File: src/design/icy_pkg.sv
// ----------------------------------------------------------------------------
// icy_pkg: shared types and constants for the ICY metadata deframer
// Byte kind codes, field widths and the length byte scaling.
// ----------------------------------------------------------------------------
package icy_pkg;

    localparam int BYTE_W     = 8;
    localparam int INTERVAL_W = 16;
    localparam int COUNT_W    = 16;
    localparam int LENGTH_W   = 12;
    localparam int KIND_W     = 2;

    // Length byte counts blocks of sixteen bytes
    localparam int LENGTH_SHIFT = 4;

    typedef enum logic [KIND_W-1:0] {
        KIND_AUDIO  = 2'd0,
        KIND_META   = 2'd1,
        KIND_LENGTH = 2'd2
    } t_kind;

endpackage

File: src/design/icy_metadata_deframer.sv
// ----------------------------------------------------------------------------
// icy_metadata_deframer: splits in-band ICY metadata from an audio stream
// One byte in, one tagged byte out: audio, metadata (with last flag) or the
// metadata length byte. A zero interval passes every byte through as audio.
// ----------------------------------------------------------------------------
//  channel | direction | handshake                 | payload
//  --------+-----------+---------------------------+------------------------------
//  in      | input     | i_in_valid / o_in_ready   | i_in_byte
//  out     | output    | o_out_valid / i_out_ready | o_out_byte, o_byte_kind,
//          |           |                           | o_meta_last
//  cfg     | input     | i_cfg_valid / o_cfg_ready | i_cfg_data (meta interval)
//
//  One byte per cycle when not stalled; the result appears in the output register
//  in the cycle after the byte is taken. The framing state is updated as the byte
//  is taken. A stall on the output holds the result; a new byte is still taken in
//  the cycle the held result leaves. Reset is synchronous, active low; it clears
//  the interval register, the framing state and the output valid flag.
// ----------------------------------------------------------------------------
module icy_metadata_deframer
    import icy_pkg::*;
(
    input  logic                  i_clk,
    input  logic                  i_rst_n,

    input  logic                  i_in_valid,
    output logic                  o_in_ready,
    input  logic [BYTE_W-1:0]     i_in_byte,

    output logic                  o_out_valid,
    input  logic                  i_out_ready,
    output logic [BYTE_W-1:0]     o_out_byte,
    output logic [KIND_W-1:0]     o_byte_kind,
    output logic                  o_meta_last,

    input  logic                  i_cfg_valid,
    output logic                  o_cfg_ready,
    input  logic [INTERVAL_W-1:0] i_cfg_data
);

    typedef enum logic [1:0] {
        PH_AUDIO  = 2'd0,
        PH_LENGTH = 2'd1,
        PH_META   = 2'd2
    } t_phase;

    localparam logic [COUNT_W-1:0] COUNT_MAX = {COUNT_W{1'b1}};

    t_phase                r_phase,       n_phase;
    logic [COUNT_W-1:0]    r_byte_count,  n_byte_count;
    logic [LENGTH_W-1:0]   r_meta_length, n_meta_length;
    logic [INTERVAL_W-1:0] r_meta_interval;

    logic                  r_out_valid;
    logic [BYTE_W-1:0]     r_out_byte;
    t_kind                 r_kind,        n_kind;
    logic                  r_last,        n_last;

    logic                  in_take;
    logic [COUNT_W-1:0]    count_inc;
    logic [LENGTH_W-1:0]   length_new;

    // Handshakes: output register frees up as it drains
    assign o_in_ready  = !r_out_valid || i_out_ready;
    assign o_cfg_ready = 1'b1;
    assign in_take     = i_in_valid && o_in_ready;

    // Saturating count and the length byte scaled by sixteen
    assign count_inc  = (r_byte_count == COUNT_MAX) ? COUNT_MAX : r_byte_count + 1'b1;
    assign length_new = {i_in_byte, {LENGTH_SHIFT{1'b0}}};

    // Framing decision for the arriving byte
    always_comb begin
        n_phase       = r_phase;
        n_byte_count  = r_byte_count;
        n_meta_length = r_meta_length;
        n_kind        = KIND_AUDIO;
        n_last        = 1'b0;
        if (r_meta_interval != '0) begin
            unique case (r_phase)
                PH_LENGTH: begin
                    n_kind        = KIND_LENGTH;
                    n_meta_length = length_new;
                    n_byte_count  = '0;
                    n_phase       = (length_new != '0) ? PH_META : PH_AUDIO;
                end
                PH_META: begin
                    n_kind       = KIND_META;
                    n_byte_count = count_inc;
                    if (count_inc >= COUNT_W'(r_meta_length)) begin
                        n_last       = 1'b1;
                        n_byte_count = '0;
                        n_phase      = PH_AUDIO;
                    end
                end
                default: begin
                    // audio phase; interval may have been lowered below the count
                    if (r_byte_count >= r_meta_interval) begin
                        n_kind        = KIND_LENGTH;
                        n_meta_length = length_new;
                        n_byte_count  = '0;
                        n_phase       = (length_new != '0) ? PH_META : PH_AUDIO;
                    end else begin
                        n_kind       = KIND_AUDIO;
                        n_byte_count = count_inc;
                        n_phase      = (count_inc >= r_meta_interval) ? PH_LENGTH : PH_AUDIO;
                    end
                end
            endcase
        end
    end

    // Control state and configuration
    always_ff @(posedge i_clk) begin
        if (!i_rst_n) begin
            r_phase         <= PH_AUDIO;
            r_byte_count    <= '0;
            r_meta_length   <= '0;
            r_meta_interval <= '0;
            r_out_valid     <= 1'b0;
        end else begin
            if (i_cfg_valid && o_cfg_ready) begin
                r_meta_interval <= i_cfg_data;
            end
            if (in_take) begin
                r_phase       <= n_phase;
                r_byte_count  <= n_byte_count;
                r_meta_length <= n_meta_length;
                r_out_valid   <= 1'b1;
            end else if (i_out_ready) begin
                r_out_valid   <= 1'b0;
            end
        end
    end

    // Result register payload
    always_ff @(posedge i_clk) begin
        if (in_take) begin
            r_out_byte <= i_in_byte;
            r_kind     <= n_kind;
            r_last     <= n_last;
        end
    end

    assign o_out_valid = r_out_valid;
    assign o_out_byte  = r_out_byte;
    assign o_byte_kind = r_kind;
    assign o_meta_last = r_last;

endmodule

File: config.mk
export PLATFORM = sky130hd
export DESIGN_NAME = icy_metadata_deframer
export DESIGN_NICKNAME = d
export VERILOG_FILES = /design/src/design/icy_pkg.sv /design/src/design/icy_metadata_deframer.sv
export SDC_FILE = /design/constraint.sdc
export NUM_CORES = 1
export LEC_CHECK = 0
export CORE_ASPECT_RATIO = 1.25
export CORE_UTILIZATION = 69
export DETAILED_ROUTE_END_ITERATION = 8
export DONT_BUFFER_PORTS = 1
export GPL_TIMING_DRIVEN = 0
export HOLD_SLACK_MARGIN = 0.08
export PLACE_DENSITY = 0.85
export SLEW_MARGIN = 10
export SYNTH_ARGS = -nofsm -noshare
export SYNTH_HDL_FRONTEND = slang
export SYNTH_SLANG_ARGS = --single-unit
File: constraint.sdc
create_clock -name i_clk -period 8.1 [get_ports i_clk]
set_input_delay 0.405 -clock i_clk [delete_from_list [all_inputs] [get_ports i_clk]]
set_output_delay 0.405 -clock i_clk [all_outputs]
set_load 0.02 [all_outputs]
==> reports/metrics.cfg <==
[run]
max-cap-violations=0

[timing]
layout_worst_path_cycle_share_pct=44.21
slew_violations=0
layout_min_cycle_time_ns=3.581
grt_setup_unrepaired=false
slew_headroom_pct=48.62
timing.fmax_mhz=279.3
finClkSkew_ns=0.002732
tightest_slew_ns=0.7680
setup_viol=0
finalSetupTns_ns=0
worst_slack_ns=4.519
hold_viol_final=0

[setup_path]
cp_max_fo=10
path_class=register to register
cp_data_arrival_time_ns=3.79
critPathCaptureType=register
critical_path.startpoint_type=register
crit_required_ns=8.31

[global_route]
gr-total-overflow=0
first_global_vias=2542
grt_max_degree=18
grt_pass1_wl_um=11660
gr-usage-all-layers_pct=29.35
grt_antenna_before_repair=0

[placed_design]
post-place-ws_ns=4.643
dpl-instance-area_sq_um=3503
gp_congestion=0.8505
dpl.hpwl_um=5730
portBuffers=0

[route]
ant_nets=0
finalWirelength_um=7262
firstDrtPassIters=4
avgViaCountPerCell=6.209
drcViolationCount=0
first_iter_violations=157
via_count=2639
wl_per_cell_um=17.09

[layout]
insertedDiodeCount=0
final_core_util_pct=75.42
finish.instance_area_sq_um=3593
fill_cells=349
multiInputGateArea_sq_um=2056
nNetsFinal=436
layout-drive-gt1-share_pct=7.397
area_growth_pct=4.818
final-seq-area_sq_um=1191

[worst_hold_path]
min-delay-path-class=input port to register

[yosys]
synth-async-reset-ratio_pct=0
synth_warnings=0
ys_seq_area_share_pct=34.74
avgSynthCellArea_sq_um=9.603
synth_top_area_share_pct=25.11
synthCells=357
netlist_area_sq_um=3428
synth_fp_nets=429
synthAdderAreaFrac_pct=15.69
synth.area.mux_share_pct=8.358
synth_compound_area_share_pct=14.09
ys_top_cells_by_area=dfxtp_1 25%, ha_1 16%, edfxtp_1 9.6%, mux2i_1 7.6%, nor2b_1 5.1%
yosysTopAreaCell=dfxtp_1
synth_cell_types=54
synth_top_cells_by_count=43 x dfxtp_1, 43 x ha_1, 29 x nand2_1
synth-simple-area-share_pct=19.42
synthXorXnorAreaFrac_pct=2.299
ys_ff_latch=54
synth_edf_count=11
yosys_most_used_dff=dfxtp_1
synth_top_family_by_area=simple AND/OR/NAND/NOR gates

[clocking]
clk-insertion-delay-late_ns=0.31
hold_buffers=0
cts-htree-levels=2
ctsResizeCount=0
clkSinkCount=54
cts-root-buf=clkbuf_8
post_cts_buffers=0
cts_buffers=5
cts_tree=yes
path_clk_slew_ns=0.10
clockBufferDepth=2

[floorplanning]
ios=43
start_util_pct=71.95
die_y_um=80.81
design.core.area_sq_um=4765
die_w_um=65.05
die-area_sq_um=5256
num_rows=28

[power_and_ir_drop]
ir_drop_v=0.0001157
power.density_nw_per_um2=149.6
p_leak_uw=0.001564

[outcome]
status=complete, no violations

cell usage in the layout, fill, tap and decap left out, drive strengths merged, types with 4 or more instances in the layout:
master / instances
inv: 29
nor4: 9
a22o: 13
dfxtp: 43
o21a: 4
nor2: 7
nor2b: 28
nand3: 8
and2: 4
a31oi: 4
nand2: 29
ha: 43
o21ai: 11
nand4: 9
a21oi: 12
mux2i: 26
edfxtp: 11
xnor2: 4
buf: 5
clkbuf: 13
and3: 5
nor3: 7
xor2: 5
final timing paths:
kind | from | to | slack (ns) | depth (start not counted)
worst max-delay path | r_byte_count[0] | r_byte_count[5] | 4.52 | 14
worst min-delay path | i_in_byte[4] | o_out_byte[4] | 0.18 | 0
worst max register to register | r_byte_count[0] | r_byte_count[5] | 4.52 | 14
worst min register to register | r_phase[1] | r_phase[1] | 0.52 | 2
metrics by stage:
stage                     instances  hold slack [ns]  power (uW)
after floorplan                 357           0.4552       367.8
after global placement          417           0.4703       383.7
after detailed placement        417           0.5037       387.8
after CTS                       425           0.1773       537.9
after global routing            425           0.1688       557.5
final                           425           0.1774       537.7
layout make-up:
class                           count  share of cell area, %
Tap cell                           60                  2.089
Clock inverter                      3                 0.5919
Multi-Input combinational cell    261                  57.21
Sequential cell                    54                  33.15
Clock buffer                        5                  1.915
Buffer                             13                  2.019
Inverter                           29                  3.029
worst max-delay path, stage by stage, from the launching register on:
cell,delay (ns)
dfxtp_1,0.48
ha_1,0.32
nand3_1,0.16
nor2_1,0.36
and4_1,0.26
xnor2_1,0.11
nand2_1,0.13
ha_1,0.35
nand4_1,0.16
nor3_1,0.25
o211ai_1,0.18
nand4_2,0.18
o22ai_2,0.14
buf_6,0.17
a22o_1,0.23
per-layer routing:
layer	wire length, um	global-route usage (%)	part of all wire (%)	vias up
met1	2999	32.95	41	1228
li1	-	-	-	1300
met2	3664	53.13	50	89
met3	339	5.197	4.7	22
met4	258	14.35	3.6	0
met5	0	0	0	-
registers in the layout, summed over array words and instances, names as in the netlist:
register / cells
r_meta_length: 8
o_out_valid: 1
r_phase: 2
o_byte_kind: 2
o_out_byte: 8
r_meta_interval: 16
o_meta_last: 1
r_byte_count: 16
where the power goes:
part	internal, uW	switching, uW	leakage (uW)
Clock	61.0	94.1	0.0000441
Sequential	287	13.3	0.000458
Combinational	35.3	47.3	0.00106
Total	383	155	0.00156
cells by family after synthesis:
family                     Yosys count
muxes                               28
adders and majority gates           43
DFF                                 54
buffers and inverters               42
and+or+nand+nor                    117
AOI/OAI and AO/OA                   63
xor gates and xnor gates             9
other                                1
(Power assumes the default switching activity.)
